### src/rtl/lctp_pkg.sv
package lctp_pkg;

  localparam int FREQ_W        = 31;
  localparam int FREQ_UNIT     = 100;
  localparam int JOIN_LIST_END = 8;
  localparam int RAND_W        = 32;

  localparam logic [1:0] KIND_INIT = 2'd0;
  localparam logic [1:0] KIND_LOAD = 2'd1;
  localparam logic [1:0] KIND_PICK = 2'd2;

  localparam logic [1:0] CFG_FREQ_A = 2'd0;
  localparam logic [1:0] CFG_FREQ_B = 2'd1;
  localparam logic [1:0] CFG_FREQ_C = 2'd2;

  typedef struct packed {
    logic [1:0]  kind;
    logic [2:0]  entry_slot;
    logic [23:0] entry_value;
    logic [31:0] random_value;
  } item_t;

  typedef struct packed {
    logic [30:0] frequency;
    logic        none_available;
  } result_t;

  typedef struct packed {
    logic capture;
    logic clear_used;
    logic init_step;
    logic load_write;
    logic count_step;
    logic set_none;
    logic div_start;
    logic div_step;
    logic sel_step;
    logic grab;
  } lctp_cmd_t;

  typedef struct packed {
    logic def_last;
    logic scan_last;
    logic count_zero;
    logic div_last;
    logic hit;
  } lctp_sts_t;

endpackage

### src/rtl/lctp_dp.sv
module lctp_dp #(
  parameter int TABLE_SLOTS   = 16,
  parameter int DEFAULT_SLOTS = 3
) (
  input  logic              clk,
  input  logic              rst,
  input  lctp_pkg::lctp_cmd_t cmd,
  input  lctp_pkg::item_t   item,
  input  logic              cfg_we,
  input  logic [1:0]        cfg_index,
  input  logic [30:0]       cfg_data,
  output lctp_pkg::lctp_sts_t sts,
  output lctp_pkg::result_t result
);
  import lctp_pkg::*;

  localparam int IW = $clog2(TABLE_SLOTS);
  localparam int CW = $clog2(TABLE_SLOTS + 1);

  logic [FREQ_W-1:0] default_freq_a;
  logic [FREQ_W-1:0] default_freq_b;
  logic [FREQ_W-1:0] default_freq_c;

  logic [FREQ_W-1:0] mem [TABLE_SLOTS];
  logic [TABLE_SLOTS-1:0] used;

  item_t             item_q;
  logic [IW-1:0]     idx;
  logic [CW-1:0]     count;
  logic [CW-1:0]     rem;
  logic [RAND_W-1:0] dvd;
  logic [4:0]        div_cnt;
  logic [FREQ_W-1:0] rd_q;
  logic [FREQ_W-1:0] res_freq;
  logic              res_none;

  logic [FREQ_W-1:0] def_val;
  logic [FREQ_W-1:0] prod;
  logic [3:0]        jslot;
  logic              in_range;
  logic [CW:0]       trial;
  logic [CW-1:0]     rem_next;

  always_comb begin
    unique case (idx)
      IW'(0):  def_val = (DEFAULT_SLOTS > 0) ? default_freq_a : '0;
      IW'(1):  def_val = (DEFAULT_SLOTS > 1) ? default_freq_b : '0;
      IW'(2):  def_val = (DEFAULT_SLOTS > 2) ? default_freq_c : '0;
      default: def_val = '0;
    endcase
  end

  assign prod     = FREQ_W'(item_q.entry_value) * FREQ_W'(FREQ_UNIT);
  assign jslot    = 4'(DEFAULT_SLOTS) + {1'b0, item_q.entry_slot};
  assign in_range = (int'(jslot) < JOIN_LIST_END) && (int'(jslot) < TABLE_SLOTS);

  // restoring division, one dividend bit a cycle
  assign trial = {rem, dvd[RAND_W-1]};
  always_comb begin
    if (trial >= {1'b0, count}) begin
      rem_next = CW'(trial - {1'b0, count});
    end else begin
      rem_next = trial[CW-1:0];
    end
  end

  assign sts.def_last   = (idx == IW'(DEFAULT_SLOTS - 1));
  assign sts.scan_last  = (idx == IW'(TABLE_SLOTS - 1));
  assign sts.count_zero = (count == '0);
  assign sts.div_last   = (div_cnt == 5'd31);
  assign sts.hit        = used[idx] && (rem == '0);

  assign result.frequency      = res_freq;
  assign result.none_available = res_none;

  always_ff @(posedge clk) begin
    if (rst) begin
      default_freq_a <= 31'd868100000;
      default_freq_b <= 31'd868300000;
      default_freq_c <= 31'd868500000;
    end else if (cfg_we) begin
      case (cfg_index)
        CFG_FREQ_A: default_freq_a <= cfg_data;
        CFG_FREQ_B: default_freq_b <= cfg_data;
        CFG_FREQ_C: default_freq_c <= cfg_data;
        default: ;
      endcase
    end
  end

  always_ff @(posedge clk) begin
    if (rst) begin
      used <= '0;
    end else if (cmd.clear_used) begin
      used <= '0;
    end else if (cmd.init_step) begin
      used[idx] <= (def_val != '0);
    end else if (cmd.load_write && in_range) begin
      used[IW'(jslot)] <= (prod != '0);
    end
  end

  always_ff @(posedge clk) begin
    if (cmd.init_step) begin
      mem[idx] <= def_val;
    end else if (cmd.load_write && in_range) begin
      mem[IW'(jslot)] <= prod;
    end
    if (cmd.sel_step) begin
      rd_q <= mem[idx];
    end
  end

  always_ff @(posedge clk) begin
    if (cmd.capture) begin
      item_q <= item;
    end
    if (cmd.capture || cmd.div_start) begin
      idx <= '0;
    end else if (cmd.init_step || cmd.count_step || cmd.sel_step) begin
      idx <= idx + IW'(1);
    end
    if (cmd.capture) begin
      count <= '0;
    end else if (cmd.count_step && used[idx]) begin
      count <= count + CW'(1);
    end
    if (cmd.div_start) begin
      rem     <= '0;
      dvd     <= item_q.random_value;
      div_cnt <= '0;
    end else if (cmd.div_step) begin
      rem     <= rem_next;
      dvd     <= {dvd[RAND_W-2:0], 1'b0};
      div_cnt <= div_cnt + 5'd1;
    end else if (cmd.sel_step && used[idx] && (rem != '0)) begin
      rem <= rem - CW'(1);
    end
    if (cmd.capture) begin
      res_freq <= '0;
      res_none <= 1'b0;
    end else if (cmd.load_write) begin
      res_freq <= in_range ? prod : '0;
    end else if (cmd.set_none) begin
      res_none <= 1'b1;
    end else if (cmd.grab) begin
      res_freq <= rd_q;
    end
  end

endmodule

### src/rtl/lctp_ctrl.sv
module lctp_ctrl (
  input  logic                clk,
  input  logic                rst,
  input  logic                start,
  input  logic [1:0]          kind,
  input  lctp_pkg::lctp_sts_t sts,
  output lctp_pkg::lctp_cmd_t cmd,
  output logic                busy,
  output logic                done
);
  import lctp_pkg::*;

  localparam logic [3:0] S_IDLE  = 4'd0;
  localparam logic [3:0] S_INIT  = 4'd1;
  localparam logic [3:0] S_LOAD  = 4'd2;
  localparam logic [3:0] S_COUNT = 4'd3;
  localparam logic [3:0] S_CHECK = 4'd4;
  localparam logic [3:0] S_DIV   = 4'd5;
  localparam logic [3:0] S_SEL   = 4'd6;
  localparam logic [3:0] S_GRAB  = 4'd7;
  localparam logic [3:0] S_DONE  = 4'd8;

  logic [3:0] state;
  logic [3:0] state_next;

  assign busy = (state != S_IDLE);
  assign done = (state == S_DONE);

  always_comb begin
    cmd        = '0;
    state_next = state;
    unique case (state)
      S_IDLE: begin
        if (start) begin
          cmd.capture = 1'b1;
          unique case (kind)
            KIND_INIT: begin
              cmd.clear_used = 1'b1;
              state_next     = S_INIT;
            end
            KIND_LOAD: state_next = S_LOAD;
            KIND_PICK: state_next = S_COUNT;
            default:   state_next = S_DONE;
          endcase
        end
      end
      S_INIT: begin
        cmd.init_step = 1'b1;
        if (sts.def_last) begin
          state_next = S_DONE;
        end
      end
      S_LOAD: begin
        cmd.load_write = 1'b1;
        state_next     = S_DONE;
      end
      S_COUNT: begin
        cmd.count_step = 1'b1;
        if (sts.scan_last) begin
          state_next = S_CHECK;
        end
      end
      S_CHECK: begin
        if (sts.count_zero) begin
          cmd.set_none = 1'b1;
          state_next   = S_DONE;
        end else begin
          cmd.div_start = 1'b1;
          state_next    = S_DIV;
        end
      end
      S_DIV: begin
        cmd.div_step = 1'b1;
        if (sts.div_last) begin
          state_next = S_SEL;
        end
      end
      S_SEL: begin
        cmd.sel_step = 1'b1;
        if (sts.hit) begin
          state_next = S_GRAB;
        end
      end
      S_GRAB: begin
        cmd.grab   = 1'b1;
        state_next = S_DONE;
      end
      S_DONE:  state_next = S_IDLE;
      default: state_next = S_IDLE;
    endcase
  end

  always_ff @(posedge clk) begin
    if (rst) begin
      state <= S_IDLE;
    end else begin
      state <= state_next;
    end
  end

endmodule

### src/rtl/lora_channel_table_picker_top.sv
// channel   | handshake         | payload
// ----------+-------------------+-----------------------------------
// item in   | start, busy       | item (kind, slot, value, random)
// result    | done (one cycle)  | result (frequency, none_available)
// config    | cfg_we            | cfg_index, cfg_data
//
// Init writes the DEFAULT_SLOTS default entries, load writes one entry, an unused kind only raises done.
// Pick: count scan over all TABLE_SLOTS slots, bit-serial modulo of the
// random value, select scan of up to TABLE_SLOTS slots, then fetch.
// Synchronous reset empties the table at once; no clearing pass.
// done lasts one cycle and the result cannot be held off.
module lora_channel_table_picker_top #(
  parameter int TABLE_SLOTS   = 16,
  parameter int DEFAULT_SLOTS = 3
) (
  input  logic              clk,
  input  logic              rst,
  input  logic              start,
  output logic              busy,
  input  lctp_pkg::item_t   item,
  output logic              done,
  output lctp_pkg::result_t result,
  input  logic              cfg_we,
  input  logic [1:0]        cfg_index,
  input  logic [30:0]       cfg_data
);
  import lctp_pkg::*;

  lctp_cmd_t cmd;
  lctp_sts_t sts;

  lctp_ctrl u_ctrl (
    .clk   (clk),
    .rst   (rst),
    .start (start),
    .kind  (item.kind),
    .sts   (sts),
    .cmd   (cmd),
    .busy  (busy),
    .done  (done)
  );

  lctp_dp #(
    .TABLE_SLOTS   (TABLE_SLOTS),
    .DEFAULT_SLOTS (DEFAULT_SLOTS)
  ) u_dp (
    .clk       (clk),
    .rst       (rst),
    .cmd       (cmd),
    .item      (item),
    .cfg_we    (cfg_we),
    .cfg_index (cfg_index),
    .cfg_data  (cfg_data),
    .sts       (sts),
    .result    (result)
  );

  a_done_pulse : assert property (@(posedge clk) disable iff (rst)
    done |=> !done)
    else $error("done held for more than one cycle");

  a_none_zero : assert property (@(posedge clk) disable iff (rst)
    (done && result.none_available) |-> (result.frequency == '0))
    else $error("empty pick returned a frequency");

  a_accept_busy : assert property (@(posedge clk) disable iff (rst)
    (start && !busy) |=> busy)
    else $error("accepted item did not raise busy");

endmodule

### config.mk
export PLATFORM = sky130hd
export DESIGN_NAME = lora_channel_table_picker_top
export DESIGN_NICKNAME = d
export VERILOG_FILES = /design/src/rtl/lctp_pkg.sv /design/src/rtl/lctp_dp.sv /design/src/rtl/lctp_ctrl.sv /design/src/rtl/lora_channel_table_picker_top.sv
export SDC_FILE = /design/constraint.sdc
export NUM_CORES = 1
export LEC_CHECK = 0
export BUFFER_PORTS_ARGS = -buffer_cell sky130_fd_sc_hd__clkbuf_2
export CAP_MARGIN = 10
export CORE_MARGIN = 10
export CORE_UTILIZATION = 30
export CTS_CLUSTER_SIZE = 28
export DETAILED_ROUTE_END_ITERATION = 16
export PLACE_DENSITY_LB_ADDON = 0.2
export SETUP_SLACK_MARGIN = 0.5
export SLEW_MARGIN = 0
export SYNTH_ARGS = -nofsm -noshare
export SYNTH_HDL_FRONTEND = slang
export SYNTH_SLANG_ARGS = --single-unit
### constraint.sdc
create_clock -name clk -period 6.6 [get_ports clk]
set_input_delay 0.99 -clock clk [delete_from_list [all_inputs] [get_ports clk]]
set_output_delay 0.99 -clock clk [all_outputs]
set_load 0.02 [all_outputs]
==> flow_summary.json <==
{
  "status": "complete, no violations",
  "multiInputGateArea_um2": 11100,
  "htreeDepth": 3,
  "regArea_um2": 21900,
  "hold_violations": 0,
  "fp.dieW_um": 355,
  "synth_most_common_cell": "edfxtp_1",
  "synth_warnings": 0,
  "die_h_um": 355,
  "maxSlewHeadroom_pct": 20.8,
  "setup_violations": 0,
  "critPathSlowestCell": "a2111oi_0",
  "grt_use_total_pct": 15.4,
  "cts_resized": 0,
  "io-pin-count": 132,
  "rows": 122,
  "antenna_found_initial": 1,
  "yosysSeqAreaShare_pct": 64.8,
  "synth_cell_types": 63,
  "drt-total-wl_mm": 99.3,
  "place_congestion": 0.900,
  "gr-total-overflow": 0,
  "p_clk_share_pct": 30.9,
  "finalSetupTns_ns": 0,
  "syn_area_um2": 33700,
  "final_net_count": 2693,
  "min_period_ns": 5.37,
  "cp-end-kind": "register",
  "switchingPower_w": 0.00486,
  "dp_hpwl_mm": 63.8,
  "regToRegSetupSlack_ns": 1.23,
  "postCtsSetupBuffers": 0,
  "finalInstanceArea_um2": 39200,
  "netlist_instances": 2309,
  "critPathRequiredTime_ns": 6.91,
  "synth_ff_type": "edfxtp_1",
  "critPathMaxFanout": 16,
  "yosysTopAreaCellShare_pct": 55.1,
  "worstPathCellList": "ha_1 -> ha_1 -> inv_1 -> fa_1 -> inv_1 -> ha_1 -> a2111oi_0 -> nand2_1 -> o21ai_0 -> o311ai_0 -> xor2_1 -> nor2_1 -> a21oi_1",
  "syn_nets": 2526,
  "whs_endpoint": "u_dp.default_freq_a[26]",
  "arrival_ns": 5.69,
  "first_pass_iters": 5,
  "worstHoldPathType": "reg2reg",
  "hp-start": "u_dp.default_freq_a[26]",
  "ys_top_cells_by_area": "edfxtp_1 (55%), mux4_2 (11%), dfxtp_1 (9.7%)",
  "dieArea_um2": 126000,
  "power-per-cell-area_nw_per_um2": 380,
  "clock-sinks": 782,
  "cap_viol_max_count": 0,
  "vias_per_cell": 5.07,
  "port_buffers": 131,
  "timing.hold.ws_ns": 0.454,
  "yosysTopAreaCell": "edfxtp_1",
  "swShare_pct": 32.7,
  "power_frac_comb_pct": 27.8,
  "period_share_pct": 81.4,
  "max_stage_delay_ns": 0.94,
  "cts_buffers": 85,
  "r2r_cells": 13,
  "finalClockSkew_ns": 0.0250,
  "num_vias": 20454,
  "drive_gt1_share_pct": 22.2,
  "cts_tree": "done",
  "grt_max_degree": 113,
  "tightestPinTransition_ns": 1.18,
  "cts-hold-fix-buffers": 0,
  "synth_edf_count": 618,
  "cts_buffer_depth": 3,
  "cts_root_buf": "clkbuf_16",
  "internal_power_w": 0.0100,
  "numPlacedInstances": 3870,
  "slew_viol_final": 0,
  "synthTopCellsByCount": "edfxtp_1 (618), nand2_1 (297), dfxtp_1 (164)",
  "crit_top_cell": "ha_1",
  "coreArea_um2": 111000,
  "grt_pass1_wl_mm": 145,
  "min_path_cells": 2,
  "layout.cells.non_filler": 4034,
  "synth-seq-cells": 782,
  "start_kind": "register",
  "r2r-end": "u_dp.mem[11][29]",
  "crit_family": "compound AO/OA/AOI/OAI gates",
  "synthArstFlopShare_pct": 0,
  "wl_per_cell_um": 24.6,
  "ant_nets": 0,
  "drc": 0,
  "path_buf_inv": 2,
  "pwr-share-seq_pct": 41.3,
  "num_antenna_cells": 0,
  "nFillCells": 10736,
  "drtIter0Drc": 1614,
  "initial_core_util_pct": 30.3,
  "clock.fmax_ghz": 0.186,
  "syn_avg_cell_area_um2": 14.6,
  "syn_to_final_growth_pct": 16.2,
  "ir_worst_vdd_mv": 0.266,
  "crit_type": "reg2reg",
  "place_area_um2": 36400,
  "r2r-start": "u_dp.item_q[40]",
  "rsz0062_at_grt": "false",
  "power_leakage_nw": 13.4,
  "utilization_pct": 35.2,
  "worstSkewPairLatency_ns": 0.65,
  "path_clk_slew_ns": 0.06,
  "grt_pass1_vias": 20960
}
==> worst min-delay path, cell delays in order (launching register included) <==
cell and delay (ns):
dfxtp_1 0.31, nand2_1 0.05, a21oi_1 0.05
==> power by group through the flow <==
stage / Combinational (W) / Sequential (W) / Clock (W)
after floorplan: 0.00262 / 0.00622 / 0
after global placement: 0.00406 / 0.00625 / 0
after detailed placement: 0.00410 / 0.00626 / 0
after CTS: 0.00412 / 0.00616 / 0.00470
after global routing: 0.00451 / 0.00617 / 0.00492
final: 0.00413 / 0.00614 / 0.00459
==> logic make-up (layout without fill, tap and decap cells) <==
family                     after synthesis  after routing  share of synthesized area, %
AOI/OAI and AO/OA                      315            315                          5.97
xor gates and xnor gates                30             30                         0.780
adders and majority gates              119            119                          4.86
buffers and inverters                  240            477                          2.69
DFF                                    782            782                          64.8
muxes                                  198            198                          11.9
and+or+nand+nor                        625            625                          8.96
==> metrics by stage <==
stage | power (W) | setup slack, ns
6_report | 0.0149 | 1.23
2_1_floorplan | 0.00884 | 1.24
5_1_grt | 0.0156 | 0.809
4_1_cts | 0.0150 | 1.23
3_3_place_gp | 0.0103 | 1.52
3_5_place_dp | 0.0104 | 1.26
==> cell type report <==
type	instances	share of cell area (%)
sequential	782	55.8
tap	1488	4.76
clock buffer	111	5.78
multi-input combinational	1287	28.3
clock inverter	46	1.07
timing repair buffer	209	3.21
inverter	111	1.06
==> how the worst max path moves through the flow <==
stage / depth (start not counted) / startpoint / slack, ns / to
3_5_place_dp: 13 / u_dp.item_q[40] / 1.26 / u_dp.mem[4][29]
5_1_grt: 13 / u_dp.item_q[41] / 0.81 / u_dp.mem[11][29]
3_3_place_gp: 13 / u_dp.item_q[34] / 1.52 / u_dp.used[6]
4_1_cts: 13 / u_dp.item_q[41] / 1.23 / u_dp.mem[11][29]
6_report: 13 / u_dp.item_q[40] / 1.23 / u_dp.mem[11][29]
2_1_floorplan: 5 / u_dp.idx[2] / 1.24 / u_dp.mem[12][0]
==> layer usage <==
| layer | GRT usage (%) | wire length, µm |
|---|---|---|
| met1 | 20.3 | 43400 |
| met2 | 25.1 | 47300 |
| met3 | 2.93 | 5600 |
| met4 | 5.04 | 2980 |
| met5 | 0 | 0 |
==> cells in the final DEF (no fill, tap or decap), types with 30 or more instances in the layout <==
| cell | n |
|---|---|
| a21oi_1 | 118 |
| buf_4 | 76 |
| clkbuf_16 | 85 |
| clkbuf_2 | 131 |
| dfxtp_1 | 160 |
| edfxtp_1 | 618 |
| ha_1 | 99 |
| inv_1 | 111 |
| mux2_2 | 32 |
| mux4_2 | 160 |
| nand2_1 | 297 |
| nand3b_1 | 43 |
| nor2_1 | 108 |
| nor3_1 | 30 |
| o21ai_0 | 48 |
==> registers in the layout (all words and copies together), names as in the netlist <==
name	count
u_dp.count	5
u_dp.rem	5
u_dp.item_q	59
u_dp.mem	496
u_dp.default_freq_c	31
u_dp.res_none	1
u_dp.rd_q	31
u_dp.res_freq	31
u_ctrl.state	4
u_dp.used	16
u_dp.default_freq_b	31
u_dp.dvd	32
u_dp.div_cnt	5
u_dp.idx	4
u_dp.default_freq_a	31
No activity file was read; power rests on OpenSTA's default activity.
